<file path="src/hdl/ssch_pkg.sv">
// ----------------------------------------------------------------------------
// ssch_pkg
// Shared constants of the stride scheduler: command codes, status codes,
// job table entry states and field widths.
// ----------------------------------------------------------------------------
package ssch_pkg;

	// table size default
	localparam int MAX_JOBS_DEF = 16;

	// field widths
	localparam int FUNC_W   = 3;
	localparam int ID_W     = 4;
	localparam int PRIO_W   = 10;
	localparam int STAT_W   = 2;
	localparam int PASS_W   = 32;
	localparam int STRIDE_W = 17;

	// stride numerator and pass ceiling
	localparam logic [STRIDE_W-1:0] STRIDE_NUM = 17'd100000;
	localparam logic [PASS_W-1:0]   PASS_MAX   = 32'hFFFF_FFFF;

	// command codes
	localparam logic [FUNC_W-1:0] FN_NEW     = 3'd0;
	localparam logic [FUNC_W-1:0] FN_FINISH  = 3'd1;
	localparam logic [FUNC_W-1:0] FN_TICK    = 3'd2;
	localparam logic [FUNC_W-1:0] FN_BLOCK   = 3'd3;
	localparam logic [FUNC_W-1:0] FN_UNBLOCK = 3'd4;

	// status codes
	localparam logic [STAT_W-1:0] RS_OK          = 2'd0;
	localparam logic [STAT_W-1:0] RS_IDLE_ERR    = 2'd1;
	localparam logic [STAT_W-1:0] RS_NOT_BLOCKED = 2'd2;
	localparam logic [STAT_W-1:0] RS_ID_USED     = 2'd3;

	// job table entry states
	localparam logic [1:0] ES_EMPTY    = 2'd0;
	localparam logic [1:0] ES_RUNNABLE = 2'd1;
	localparam logic [1:0] ES_BLOCKED  = 2'd2;

endpackage

</file>
<file path="src/hdl/ssch_ram.sv">
// ----------------------------------------------------------------------------
// ssch_ram
// Generic single write port, single read port RAM with a registered read.
// ----------------------------------------------------------------------------
module ssch_ram #(
	parameter int WIDTH = 32,
	parameter int DEPTH = 16
) (
	input  logic                     clk,
	input  logic                     we,
	input  logic [$clog2(DEPTH)-1:0] waddr,
	input  logic [WIDTH-1:0]         wdata,
	input  logic                     re,
	input  logic [$clog2(DEPTH)-1:0] raddr,
	output logic [WIDTH-1:0]         rdata
);

	logic [WIDTH-1:0] mem [DEPTH];

	// write port
	always_ff @(posedge clk) begin
		if (we) begin
			mem[waddr] <= wdata;
		end
	end

	// registered read, holds when not enabled
	always_ff @(posedge clk) begin
		if (re) begin
			rdata <= mem[raddr];
		end
	end

endmodule

</file>
<file path="src/hdl/stride_scheduler.sv">
// ----------------------------------------------------------------------------
// stride_scheduler
// Stride scheduler over a job table indexed by job id; each valid command updates
// the table, and every command reports the job that now runs.
// ----------------------------------------------------------------------------
// Usage:
//   A command (func, job_id, priority_req) is taken on a rising edge with
//   start high and busy low. Exactly one result per command comes back on
//   status / running_* with done high for one cycle; the receiver cannot
//   stall, so the result must be taken in that cycle.
//   Steps of each command after the accepting edge:
//     new job                          : stride divide, table write, result
//     unblock                          : pass read, table write, result
//     finish / block                   : least-pass search, pick, result
//     interrupt tick                   : pass increment, search, pick, result
//     rejected or unknown commands     : result only
//   The least-pass search reads the pass RAM one entry per cycle, so the
//   finish, block and tick take longer as MAX_JOBS grows. One command is in
//   flight at a time; busy drops in the cycle done is shown, so the next
//   command can be taken then.
//   Reset clears the entry states to empty and leaves the system idle; the
//   pass and stride RAMs need no clearing, an entry is used only once written.
// ----------------------------------------------------------------------------
module stride_scheduler #(
	parameter int MAX_JOBS = ssch_pkg::MAX_JOBS_DEF
) (
	input  logic                          clk,
	input  logic                          arst_n,
	input  logic                          start,
	output logic                          busy,
	input  logic [ssch_pkg::FUNC_W-1:0]   func,
	input  logic [ssch_pkg::ID_W-1:0]     job_id,
	input  logic [ssch_pkg::PRIO_W-1:0]   priority_req,
	output logic                          done,
	output logic [ssch_pkg::STAT_W-1:0]   status,
	output logic                          running_valid,
	output logic [ssch_pkg::ID_W-1:0]     running_job,
	output logic [ssch_pkg::PASS_W-1:0]   running_pass,
	output logic [ssch_pkg::STRIDE_W-1:0] running_stride
);

	localparam int IDX_W = $clog2(MAX_JOBS);
	localparam int PW    = ssch_pkg::PASS_W;
	localparam int SW    = ssch_pkg::STRIDE_W;
	localparam int DW    = ssch_pkg::PRIO_W;

	// sequencer states
	localparam logic [3:0] S_IDLE     = 4'd0;
	localparam logic [3:0] S_DIV      = 4'd1;
	localparam logic [3:0] S_NEW_WR   = 4'd2;
	localparam logic [3:0] S_TICK_RD  = 4'd3;
	localparam logic [3:0] S_TICK_WR  = 4'd4;
	localparam logic [3:0] S_UB_RD    = 4'd5;
	localparam logic [3:0] S_UB_WR    = 4'd6;
	localparam logic [3:0] S_SCAN     = 4'd7;
	localparam logic [3:0] S_SCAN_END = 4'd8;
	localparam logic [3:0] S_PICK     = 4'd9;
	localparam logic [3:0] S_OUT_RD   = 4'd10;
	localparam logic [3:0] S_OUT      = 4'd11;

	logic [3:0]        state_q;
	logic              done_q;
	logic              idle_q;
	logic [IDX_W-1:0]  cur_q;
	logic [1:0]        entry_st_q [MAX_JOBS];

	// command context
	logic [IDX_W-1:0]  id_q;
	logic [1:0]        cmd_stat_q;

	// stride divider
	logic [SW-1:0]     div_num_q;
	logic [DW-1:0]     div_rem_q;
	logic [DW-1:0]     div_d_q;
	logic [4:0]        div_cnt_q;
	logic [DW+1:0]     div_diff;
	logic              div_ge;

	// least-pass search
	logic [IDX_W-1:0]  scan_q;
	logic              valid_s1;
	logic [IDX_W-1:0]  idx_s1;
	logic              found_q;
	logic [IDX_W-1:0]  best_idx_q;
	logic [PW-1:0]     best_pass_q;
	logic              take;

	// result register
	logic [1:0]        status_q;
	logic              rvalid_q;
	logic [3:0]        rjob_q;
	logic [PW-1:0]     rpass_q;
	logic [SW-1:0]     rstride_q;

	// memory ports
	logic              pass_we;
	logic [IDX_W-1:0]  pass_waddr;
	logic [PW-1:0]     pass_wdata;
	logic              pass_re;
	logic [IDX_W-1:0]  pass_raddr;
	logic [PW-1:0]     pass_rd;
	logic              stride_we;
	logic              stride_re;
	logic [SW-1:0]     stride_rd;

	logic              accept;
	logic [IDX_W-1:0]  id_idx;
	logic              id_ok;
	logic [PW:0]       tick_sum;
	logic [PW-1:0]     tick_pass;
	logic [PW-1:0]     inherit_pass;

	assign accept = start && !busy;
	assign id_idx = IDX_W'(job_id);
	assign id_ok  = 32'(job_id) < 32'(MAX_JOBS);

	// restoring divide step, one quotient bit per cycle
	assign div_diff = {1'b0, div_rem_q, div_num_q[SW-1]} - {2'b00, div_d_q};
	assign div_ge   = !div_diff[DW+1];

	// saturating pass increment
	assign tick_sum  = {1'b0, pass_rd} + {{(PW+1-SW){1'b0}}, stride_rd};
	assign tick_pass = tick_sum[PW] ? ssch_pkg::PASS_MAX : tick_sum[PW-1:0];

	// pass a new or unblocked job starts from
	assign inherit_pass = idle_q ? '0 : pass_rd;

	// candidate check for the entry whose pass just came out of the RAM
	assign take = valid_s1 && (entry_st_q[idx_s1] == ssch_pkg::ES_RUNNABLE) &&
		(!found_q || (pass_rd < best_pass_q));

	// memory port control
	always_comb begin
		pass_we    = 1'b0;
		pass_waddr = id_q;
		pass_wdata = inherit_pass;
		stride_we  = 1'b0;
		case (state_q)
			S_NEW_WR: begin
				pass_we   = 1'b1;
				stride_we = 1'b1;
			end
			S_UB_WR: begin
				pass_we = 1'b1;
			end
			S_TICK_WR: begin
				pass_we    = 1'b1;
				pass_waddr = cur_q;
				pass_wdata = tick_pass;
			end
			default: begin
				pass_we = 1'b0;
			end
		endcase
	end

	assign pass_re = (state_q == S_DIV) || (state_q == S_TICK_RD) ||
		(state_q == S_UB_RD) || (state_q == S_SCAN) || (state_q == S_OUT_RD);
	assign pass_raddr = (state_q == S_SCAN) ? scan_q : cur_q;
	assign stride_re  = (state_q == S_TICK_RD) || (state_q == S_OUT_RD);

	ssch_ram #(
		.WIDTH(PW),
		.DEPTH(MAX_JOBS)
	) u_pass_ram (
		.clk  (clk),
		.we   (pass_we),
		.waddr(pass_waddr),
		.wdata(pass_wdata),
		.re   (pass_re),
		.raddr(pass_raddr),
		.rdata(pass_rd)
	);

	ssch_ram #(
		.WIDTH(SW),
		.DEPTH(MAX_JOBS)
	) u_stride_ram (
		.clk  (clk),
		.we   (stride_we),
		.waddr(id_q),
		.wdata(div_num_q),
		.re   (stride_re),
		.raddr(cur_q),
		.rdata(stride_rd)
	);

	// sequencer and scheduler control state
	always_ff @(posedge clk or negedge arst_n) begin
		if (!arst_n) begin
			state_q   <= S_IDLE;
			done_q    <= 1'b0;
			idle_q    <= 1'b1;
			cur_q     <= '0;
			scan_q    <= '0;
			valid_s1  <= 1'b0;
			found_q   <= 1'b0;
			div_cnt_q <= '0;
			for (int i = 0; i < MAX_JOBS; i++) begin
				entry_st_q[i] <= ssch_pkg::ES_EMPTY;
			end
		end else begin
			done_q   <= 1'b0;
			valid_s1 <= (state_q == S_SCAN);
			case (state_q)
				S_IDLE: begin
					if (accept) begin
						scan_q    <= '0;
						found_q   <= 1'b0;
						div_cnt_q <= '0;
						case (func)
							ssch_pkg::FN_NEW: begin
								if (id_ok && (entry_st_q[id_idx] == ssch_pkg::ES_EMPTY)) begin
									state_q <= S_DIV;
								end else begin
									state_q <= S_OUT_RD;
								end
							end
							ssch_pkg::FN_FINISH, ssch_pkg::FN_BLOCK: begin
								if (idle_q) begin
									state_q <= S_OUT_RD;
								end else begin
									entry_st_q[cur_q] <= (func == ssch_pkg::FN_FINISH) ?
										ssch_pkg::ES_EMPTY : ssch_pkg::ES_BLOCKED;
									state_q <= S_SCAN;
								end
							end
							ssch_pkg::FN_TICK: begin
								state_q <= idle_q ? S_OUT_RD : S_TICK_RD;
							end
							ssch_pkg::FN_UNBLOCK: begin
								if (id_ok && (entry_st_q[id_idx] == ssch_pkg::ES_BLOCKED)) begin
									state_q <= S_UB_RD;
								end else begin
									state_q <= S_OUT_RD;
								end
							end
							default: begin
								state_q <= S_OUT_RD;
							end
						endcase
					end
				end
				S_DIV: begin
					div_cnt_q <= div_cnt_q + 5'd1;
					if (div_cnt_q == 5'(SW - 1)) begin
						state_q <= S_NEW_WR;
					end
				end
				S_NEW_WR, S_UB_WR: begin
					entry_st_q[id_q] <= ssch_pkg::ES_RUNNABLE;
					if (idle_q) begin
						cur_q  <= id_q;
						idle_q <= 1'b0;
					end
					state_q <= S_OUT_RD;
				end
				S_TICK_RD: begin
					state_q <= S_TICK_WR;
				end
				S_TICK_WR: begin
					state_q <= S_SCAN;
				end
				S_UB_RD: begin
					state_q <= S_UB_WR;
				end
				S_SCAN, S_SCAN_END: begin
					if (take) begin
						found_q <= 1'b1;
					end
					if (state_q == S_SCAN_END) begin
						state_q <= S_PICK;
					end else if (scan_q == IDX_W'(MAX_JOBS - 1)) begin
						state_q <= S_SCAN_END;
					end else begin
						scan_q <= scan_q + 1'b1;
					end
				end
				S_PICK: begin
					cur_q   <= found_q ? best_idx_q : '0;
					idle_q  <= !found_q;
					state_q <= S_OUT_RD;
				end
				S_OUT_RD: begin
					state_q <= S_OUT;
				end
				S_OUT: begin
					done_q  <= 1'b1;
					state_q <= S_IDLE;
				end
				default: begin
					state_q <= S_IDLE;
				end
			endcase
		end
	end

	// datapath registers
	always_ff @(posedge clk) begin
		idx_s1 <= scan_q;
		if (take) begin
			best_idx_q  <= idx_s1;
			best_pass_q <= pass_rd;
		end
		// command context and divider load
		if ((state_q == S_IDLE) && accept) begin
			id_q      <= id_idx;
			div_num_q <= ssch_pkg::STRIDE_NUM;
			div_rem_q <= '0;
			div_d_q   <= (priority_req == '0) ? DW'(1) : priority_req;
			case (func)
				ssch_pkg::FN_NEW: begin
					cmd_stat_q <= (id_ok && (entry_st_q[id_idx] == ssch_pkg::ES_EMPTY)) ?
						ssch_pkg::RS_OK : ssch_pkg::RS_ID_USED;
				end
				ssch_pkg::FN_FINISH, ssch_pkg::FN_TICK, ssch_pkg::FN_BLOCK: begin
					cmd_stat_q <= idle_q ? ssch_pkg::RS_IDLE_ERR : ssch_pkg::RS_OK;
				end
				ssch_pkg::FN_UNBLOCK: begin
					cmd_stat_q <= (id_ok && (entry_st_q[id_idx] == ssch_pkg::ES_BLOCKED)) ?
						ssch_pkg::RS_OK : ssch_pkg::RS_NOT_BLOCKED;
				end
				default: begin
					cmd_stat_q <= ssch_pkg::RS_OK;
				end
			endcase
		end
		// divide step
		if (state_q == S_DIV) begin
			div_rem_q <= div_ge ? div_diff[DW-1:0] : {div_rem_q[DW-2:0], div_num_q[SW-1]};
			div_num_q <= {div_num_q[SW-2:0], div_ge};
		end
		// result capture
		if (state_q == S_OUT) begin
			status_q  <= cmd_stat_q;
			rvalid_q  <= !idle_q;
			rjob_q    <= idle_q ? 4'd0 : 4'(cur_q);
			rpass_q   <= idle_q ? '0 : pass_rd;
			rstride_q <= idle_q ? '0 : stride_rd;
		end
	end

	assign busy           = (state_q != S_IDLE);
	assign done           = done_q;
	assign status         = status_q;
	assign running_valid  = rvalid_q;
	assign running_job    = rjob_q;
	assign running_pass   = rpass_q;
	assign running_stride = rstride_q;

endmodule

</file>
<file path="config.mk">
export PLATFORM = sky130hd
export DESIGN_NAME = stride_scheduler
export DESIGN_NICKNAME = d
export VERILOG_FILES = /design/src/hdl/ssch_pkg.sv /design/src/hdl/ssch_ram.sv /design/src/hdl/stride_scheduler.sv
export SDC_FILE = /design/constraint.sdc
export NUM_CORES = 1
export LEC_CHECK = 0
export CORE_UTILIZATION = 45
export CTS_CLUSTER_DIAMETER = 150
export DETAILED_ROUTE_END_ITERATION = 10
export DONT_BUFFER_PORTS = 1
export HOLD_SLACK_MARGIN = 0.12
export PLACE_DENSITY_LB_ADDON = 0.2
export SYNTH_ARGS = -nofsm -noshare
export SYNTH_HDL_FRONTEND = slang
export SYNTH_SLANG_ARGS = --single-unit
</file>
<file path="constraint.sdc">
create_clock -name clk -period 4.3 [get_ports clk]
set_input_delay 0.43 -clock clk [delete_from_list [all_inputs] [get_ports clk]]
set_output_delay 0.43 -clock clk [all_outputs]
set_load 0.005 [all_outputs]
</file>
# Yosys cells after proc, flatten, opt, wreduce, memory -nomap -nowiden
# Memories as Yosys holds them, arrays and structs flattened. A register that Yosys moved wholly into a read port is not among the register bits.
# Cells that the tools add are included.
[totals] ram_bits=784 elab_cells=183 regBits=192 input_bits=20 n_memories=2
[mem_list] name="u_pass_ram.mem" words=16 word_bits=32 read_ports=1 rd_clocked_by_memory_dff=1 write_ports=1 line_no="ssch_ram.sv:18" rtl="logic [WIDTH-1:0] mem [DEPTH];"
[mem_list] name="u_stride_ram.mem" words=16 word_bits=17 read_ports=1 rd_clocked_by_memory_dff=1 write_ports=1 line_no="ssch_ram.sv:18"
[classes] magnitude_cmp=7 n_addsub=4 eq_ne=28 muxes=60 n_bitwise=7 n_reduce_logical=38
[ops] op="$mux 32" n=6
[ops] op="$pmux 32 s2" n=1
[ops] op="$mux 4" n=15
[ops] op="$mux 17" n=2
[ops] op="$add 32x17->33" n=1
[ops] op="$bwmux 32" n=1
[ops] op="$lt 32x32->1" n=1
[ops] op="$pmux 4 s8" n=1
[ops] op="$mux 10" n=3
[ops] op="$eq 4x4->1 const B" n=5
[ops] op="$ge 5x5->1 const B" n=4
[ops] op="$not 4->5" n=4
[ops] op="$mux 2" n=9
[ops] op="$and 16x16->16" n=1
[ops] op="$bmux 2 s4" n=2
[ops] op="$demux 2 s4" n=2
[ops] op="$eq 4x3->1 const B" n=4
[ops] op="$not 16->16" n=1
[ops] op="$or 16x16->16" n=1
[ops] op="$pmux 4 s2" n=2
[ops] op="$pmux 4 s4" n=1
[ops] op="$ne 2x2->1 const B" n=7
[ops] op="$sub 11x10->12" n=1
[ops] op="$logic_not 10->1" n=1
[ops] op="31 further kinds" n=68

# Longest topological paths before layout
# Gate-level depths: netlist of run 1.
[depth] word_depth=10 ltp_mapped=10

# By module
# Synthesis of run 1 repeated with hierarchy kept, for this count alone.
[unflattened] cells_unflattened=2294 area_unflattened_um2=41641.2
[by_module_without_submodules] mod="ssch_ram (u_pass_ram)" n_inst=1 cells_per_inst=838 seq_area_each_um2=16335.7 area_each_um2=20155.6
[by_module_without_submodules] mod="ssch_ram (u_stride_ram)" n_inst=1 cells_per_inst=458 seq_area_each_um2=8678.3 area_each_um2=10807.9
[by_module_without_submodules] mod="stride_scheduler" n_inst=1 cells_per_inst=998 seq_area_each_um2=5461.5 area_each_um2=10677.7

# Worst setup path after synthesis of run 1
# No wires, ideal clock.
[synth_path] path_kind="register to register" startpoint="register u_pass_ram.rdata[9], read port of u_pass_ram.mem" endpoint="register best_idx_q[0], enable pin" path_slack_ns=0.428 period_less_slack_ns=3.872 path_buffers=0 stages_incl_launch_ff=9 t_arrival_ns=3.431 cell_sequence="edfxtp_1 > ha_1 > a21oi_1 > nor2b_1 > o21ai_0 > a21oi_1 > or3_1 > a221o_1 > a21oi_1"
[synth_between] elab_chain_len=3
[synth_lines] item="start, declared" line_no="ssch_ram.sv:15" rtl="output logic [WIDTH-1:0] rdata"
[synth_lines] item="$lt 32x32->1" line_no="stride_scheduler.sv:130" rtl="(!found_q || (pass_rd < best_pass_q));"
[synth_lines] item="$logic_or 1x1->1" line_no="stride_scheduler.sv:130"
[synth_lines] item="$logic_and 1x1->1" line_no="stride_scheduler.sv:129" rtl="assign take = valid_s1 && (entry_st_q[idx_s1] == ssch_pkg::ES_RUNNABLE) &&"
[synth_lines] item="via take" line_no="stride_scheduler.sv:86" rtl="logic take;"
[synth_lines] item="end signal, assigned" line_no="stride_scheduler.sv:302" rtl="best_idx_q <= idx_s1;"
[synth_lines] item="end, declared" line_no="stride_scheduler.sv:84" rtl="logic [IDX_W-1:0] best_idx_q;"
# The timed path passes the listed nets, and every way through them passes these cells.
# A chain may end at the register's enable or synchronous reset.

# Final worst setup path of run 1
[layout_path] startpoint="register state_q[3]" endpoint="register u_pass_ram.rdata[21], read port of u_pass_ram.mem, data pin"
[layout_between] elab_chain_len=5
[layout_lines] item="start, declared" line_no="stride_scheduler.sv:61" rtl="logic [3:0] state_q;"
[layout_lines] item="start signal, assigned" line_no="stride_scheduler.sv:229" rtl="state_q <= idle_q ? S_OUT_RD : S_TICK_RD;"
[layout_lines] item="$eq 4x1->1 / $eq 4x2->1 (equally long branches)" line_no="stride_scheduler.sv:157" rtl="assign pass_re = (state_q == S_DIV) || (state_q == S_TICK_RD) ||"
[layout_lines] item="$logic_or 1x1->1 (2 in a row)" line_no="stride_scheduler.sv:157"
[layout_lines] item="$logic_or 1x1->1 (2 in a row)" line_no="stride_scheduler.sv:158" rtl="(state_q == S_UB_RD) || (state_q == S_SCAN) || (state_q == S_OUT_RD);"
# Several ways; a longest one is shown, not always the timed one.

==> results.yml, run 1 <==
grt:
  grt_pass1_vias: 22820
  gr-total-overflow: 0
  grt_start_max_net_pins: 70
  antenna_found_initial: 6
  grt_first_pass_wirelength_um: 151200
  grt_use_total_pct: 22.12
timing:
  fmax_ghz: 0.2638
  setup_slack_ns: 0.5091
  period_needed_ns: 3.791
  tightest_slew_ns: 1.093
  hold_viol: 0
  setup_viol: 0
  fin_skew_ns: 0.04150
  slew_violations: 0
  fin_crit_sh_pct: 88.16
  whs_ns: 0.1715
  rsz0062_at_grt: "false"
  timing.slew.headroom_pct: 27.14
  setup_tns_ns: 0
synthesis:
  yosysWarningCount: 0
  synth.net_count: 2400
  syn_area_per_cell_um2: 18.12
  synthCells: 2317
  synthArstFlopShare_pct: 5.171
  synth_edf_count: 968
  yosysTopAreaCellShare_pct: 69.23
  netlist_top_cells_area: "edfxtp_1, mux4_2, dfrtp_1"
  synth.distinct_cells: 72
  synth_ff_type: "edfxtp_1"
  synth_top_area_cell: "edfxtp_1"
  mappedNetlistArea_um2: 41990
  seq_area_frac_synth_pct: 72.58
  synth_seq_cells: 1025
hold_path:
  hold_depth: 3
  min_to: "scan_q[1]"
  hold_class: "input pin to register"
  holdCritStartpoint: "start"
cts:
  clock-sinks: 1025
  cts_tree: "done"
  post_cts_resize_count: 0
  cts_root_buf: "clkbuf_16"
  numCtsBuffers: 105
  clockBufferDepth: 3
  clk_pin_slew_ns: 0.06
  clk_latency_ns: 0.70
  post_cts_buffers: 0
  h-tree-depth: 3
pwr:
  total_power_mw: 33.67
  power_density_nw_per_um2: 703.1
  p_leak_nw: 15.87
  ir_drop_mv: 0.4690
floorplanning:
  initial_core_util_pct: 45.60
  dieArea_um2: 94540
  num_io_pins: 78
  die_w_um: 307.5
  die_h_um: 307.5
  row_count: 111
  core_area_um2: 92080
placement:
  dpl.hpwl_um: 59380
  dpl_worst_slack_ns: 0.5486
  io_buffer_count: 0
  place_area_um2: 44200
  finalWeightedCongestion: 0.8573
setup_path:
  crit_fanout: 33
  crit_slowest_cell: "mux2i_4"
  critPathKind: "register to register"
  crit_buf_inv: 1
  worstPathArrival_ns: 4.18
  cp.required_ns: 4.69
  endpoint_kind: "register"
  reg2reg_to: "u_pass_ram.rdata[21]"
  worst-r2r-cell-count: 8
  crit_path_cell_trace: "nand2b_2 > or2_1 > mux2i_4 > buf_12 > mux4_2 > and2_1 > a211oi_1 > a31oi_1"
  max_stage_delay_ns: 0.73
  r2r_start: "state_q[3]"
  critical_path.top_delay_family: "multiplexers"
  startpoint_type: "register"
  reg2reg_slack_ns: 0.51
detailed_routing:
  wl_per_cell_um: 27.36
  vias: 22230
  drc: 0
  ant_nets: 0
  dr.pass1.iters: 6
  via_per_inst: 5.899
  drt_iter0_markers: 2289
  totalWireLength_um: 103100
final_layout:
  diodes: 0
  multi_input_area_um2: 10880
  syn2layout_area_growth_pct: 14.05
  mostFrequentLayoutCells: "edfxtp_1, mux4_2, nand2_1"
  fill_cells: 7323
  seq_area_um2: 30480
  layout.nets: 2518
  drive_above_1_share_pct: 21.73
  postLayoutCellArea_um2: 47890
  final_common_cell: "edfxtp_1"
flow_run:
  drv_cap: 0
outcome:
  status: "finished, final reports clean"
[cell families after synthesis]
logic type | synth area share (%)
compound gates | 4.634
xor+xnor | 0.5423
fa+ha+maj | 1.913
buf+inv | 2.110
flops | 72.58
mux | 12.41
simple gates | 5.810
[synth_stat cells, drive strengths merged (40+ instances only)]
cell type  instances
o21ai             57
dfrtp             52
buf               42
nor2             104
and2              49
inv               68
nand2            117
a31oi             53
nor2b             59
ha                61
edfxtp           968
clkbuf            76
a211oi            40
a21oi             53
mux4             223
[sequential cells by signal, indices dropped and copies added, names as in the netlist, 5 cells and up]
name	cells
u_pass_ram.mem	512
u_stride_ram.mem	272
entry_st_q	32
div_rem_q	10
div_d_q	10
best_pass_q	32
u_stride_ram.rdata	17
running_pass	32
div_num_q	17
running_stride	17
div_cnt_q	5
u_pass_ram.rdata	32
[metal layers]
metal  GRT usage (%)  part of all wire, %  vias to the layer above
met5               0                    0                        -
met4           6.780                  2.5                        0
met3           3.792                  7.0                      162
met2           35.57                   48                      841
met1           30.98                   42                    11720
li1                -                    -                     9513
[worst register-to-register path, cell delays in order (launching register included)]
cell and delay (ns):
dfrtp_1 0.61, nand2b_2 0.27, or2_1 0.48, mux2i_4 0.73, buf_12 0.37, mux4_2 0.58
and2_1 0.16, a211oi_1 0.23, a31oi_1 0.07
[how the worst max path moves through the flow]
stage / slack (ns) / cells past startpoint / start / end
global placement: 0.64 / 8 / state_q[3] / u_pass_ram.rdata[21]
finish: 0.51 / 8 / state_q[3] / u_pass_ram.rdata[21]
detailed placement: 0.55 / 8 / state_q[3] / u_pass_ram.rdata[27]
global route: 0.18 / 9 / u_pass_ram.rdata[0] / u_pass_ram.mem[0][18]
floorplan: 0.43 / 8 / u_pass_ram.rdata[9] / best_idx_q[0]
CTS: 0.53 / 8 / state_q[3] / u_pass_ram.rdata[21]
[per-stage QoR]
| stage | std cells | utilization, % |
|---|---|---|
| after floorplan | 2317 | - |
| after global placement | 3549 | 48.00 |
| after detailed placement | 3549 | 48.00 |
| after CTS | 3769 | 52.01 |
| after global routing | 3769 | 52.01 |
| final | 3769 | 52.01 |
[final cells by class]
type	instances	area share, %
tap	1243	3.247
inverter	68	0.5330
multi-input combinational	1106	22.71
clock inverter	70	1.369
sequential	1025	63.65
clock buffer	128	5.844
timing repair buffer	129	2.644
[report_power, final]
group          leakage [nW]  switching (mW)  internal, mW
Combinational          4.64            6.16          4.08
Clock                  1.70            3.79          5.34
Sequential             9.53           0.944          13.4
[timing repair]
item,CTS,global route
endpoints found under the hold margin,75,0
setup endpoints to repair,0,0
hold buffers,22,0
Power figures use the tool's default switching activity.
==> run 2: changes to the inputs <==
==> constraint.sdc (replaced) <==
create_clock -name clk -period 4.3 [get_ports clk]
set_input_delay 0.86 -clock clk [delete_from_list [all_inputs] [get_ports clk]]
set_output_delay 0.86 -clock clk [all_outputs]
set_load 0.005 [all_outputs]
==> results.yml, run 2 (synthesis gave the netlist of run 1 again) <==
placement:
  dp.cells: 3549
  finalWeightedCongestion: 0.8573
  io_buffer_count: 0
  dpl.hpwl_um: 59380
  dpl_worst_slack_ns: 0.5486
final_layout:
  layout.cells.non_filler: 3749
  regMostFlops: "u_pass_ram.mem"
  largest_register_ffs: 512
  fill_cells: 7334
  layout.nets: 2498
  drive_above_1_share_pct: 21.91
  mostFrequentLayoutCells: "edfxtp_1, mux4_2, nand2_1"
  syn2layout_area_growth_pct: 13.58
  final_common_cell: "edfxtp_1"
  reg_top3: "u_pass_ram.mem: 512 flops, u_stride_ram.mem: 272 flops"
  diodes: 0
cts:
  h-tree-depth: 3
  cts_tree: "done"
  cts_root_buf: "clkbuf_16"
  post_cts_resize_count: 0
  clk_latency_ns: 0.70
  numCtsBuffers: 105
  clockBufferDepth: 3
  clk_pin_slew_ns: 0.06
  clock-sinks: 1025
detailed_routing:
  dr.pass1.iters: 5
  via_per_inst: 5.901
  totalWireLength_um: 102900
  ant_nets: 0
  drc: 0
  wl_per_cell_um: 27.44
  vias: 22120
  drt_iter0_markers: 2268
grt:
  met1_usage_pct: 30.90
  grt_start_max_net_pins: 70
  gr-usage-met3_pct: 3.833
  grt_pass1_vias: 22760
  grt_use_total_pct: 22.06
  antenna_found_initial: 6
  grtUsageMet2_pct: 35.40
  grt.busiest_layer: "met2"
  grt_first_pass_wirelength_um: 150800
  gr-total-overflow: 0
setup_path:
  worstPathArrival_ns: 4.21
  crit_buf_inv: 0
  path_depth: 9
  crit_fanout: 16
  crit_path_cell_trace: "ha_1 > fa_1 > a211oi_1 > nor2_1 > o311a_1 > or2_2 > a21oi_1 > nor2_1 > a311oi_2"
  max_stage_delay_ns: 0.82
  crit_slowest_cell: "a311oi_2"
  critical_path.top_delay_family: "compound AO/OA/AOI/OAI gates"
  endpoint_kind: "register"
  critPathKind: "register to register"
  cp.required_ns: 4.65
  startpoint_type: "register"
  crit_top_cell: "nor2_1"
  worst-r2r-cell-count: 9
flow_run:
  drv_cap: 0
floorplanning:
  initial_core_util_pct: 45.60
  die_w_um: 307.5
  dieArea_um2: 94540
  core_area_um2: 92080
  num_io_pins: 78
  row_count: 111
  die_h_um: 307.5
timing:
  setup_tns_ns: 0
  rsz0062_at_grt: "false"
  fmax_ghz: 0.2587
  hold_viol: 0
  slew_violations: 0
  fin_skew_ns: 0.04254
  fin_crit_sh_pct: 89.90
  timing.slew.headroom_pct: 28.27
  tightest_slew_ns: 1.071
  setup_viol: 0
  period_needed_ns: 3.866
  setup_slack_ns: 0.4344
pwr:
  power_density_nw_per_um2: 705.3
  ir_drop_mv: 0.4656
  p_leak_nw: 15.78
hold_path:
  hold_depth: 0
  hold_class: "input pin to register"
outcome:
  status: "finished, final reports clean"
==> run 2: cell count changes in the layout (fill, tap and decap cells not counted) <==
cell	change
dlygate4sd3_1	-20
==> run 2: metal layers <==
layer,vias to the layer above,part of all wire [%]
li1,9470,-
met1,11670,43
met2,831,48
met3,154,6.6
met4,0,2.4
met5,-,0
==> run 2: worst register-to-register path, cell delays in order, from the launching register on <==
cell,delay (ns)
edfxtp_1,0.44
ha_1,0.27
fa_1,0.43
a211oi_1,0.26
nor2_1,0.14
o311a_1,0.42
or2_2,0.34
a21oi_1,0.27
nor2_1,0.13
a311oi_2,0.82
==> run 2: layout make-up <==
type,count,area (um^2),share of cell area [%]
sequential,1025,30480,63.92
multi-input combinational,1106,10880,22.81
clock buffer,128,2799,5.869
tap,1243,1555,3.261
timing repair buffer,109,1066,2.235
clock inverter,70,655.6,1.375
inverter,68,255.2,0.5352
==> run 2: stage by stage <==
stage	hold slack, ns	instance area [um^2]	power [mW]	utilization [%]
detailed placement	0.4086	44200	24.70	48.00
global placement	0.4157	44200	24.45	48.00
global route	0.2352	47690	35.07	51.79
finish	0.2613	47690	33.63	51.79
CTS	0.2185	47690	33.85	51.79
floorplan	0.3915	41990	21.02	-
==> run 2: repair_timing <==
item | CTS | global route
endpoints found under the hold margin | 53 | 0
buffers inserted | 0 | 0
hold buffers | 2 | 0
==> run 2: path summary, 6_finish.rpt <==
path	endpoint	slack, ns	start
worst min-delay path	id_q[3]	0.26	job_id[3]
min in group asynchronous	div_cnt_q[0]	0.69	arst_n
worst max register to register	u_pass_ram.mem[0][18]	0.43	u_pass_ram.rdata[0]
max in group asynchronous	idle_q	3.31	arst_n
worst min register to register	status[0]	0.43	cmd_stat_q[0]
worst max-delay path	u_pass_ram.mem[0][18]	0.43	u_pass_ram.rdata[0]
==> run 2: power by group <==
group | leakage, nW | switching, mW | internal [mW]
clock network | 1.70 | 3.80 | 5.34
logic | 4.55 | 6.14 | 4.06
registers | 9.53 | 0.943 | 13.4
total | 15.8 | 10.9 | 22.8
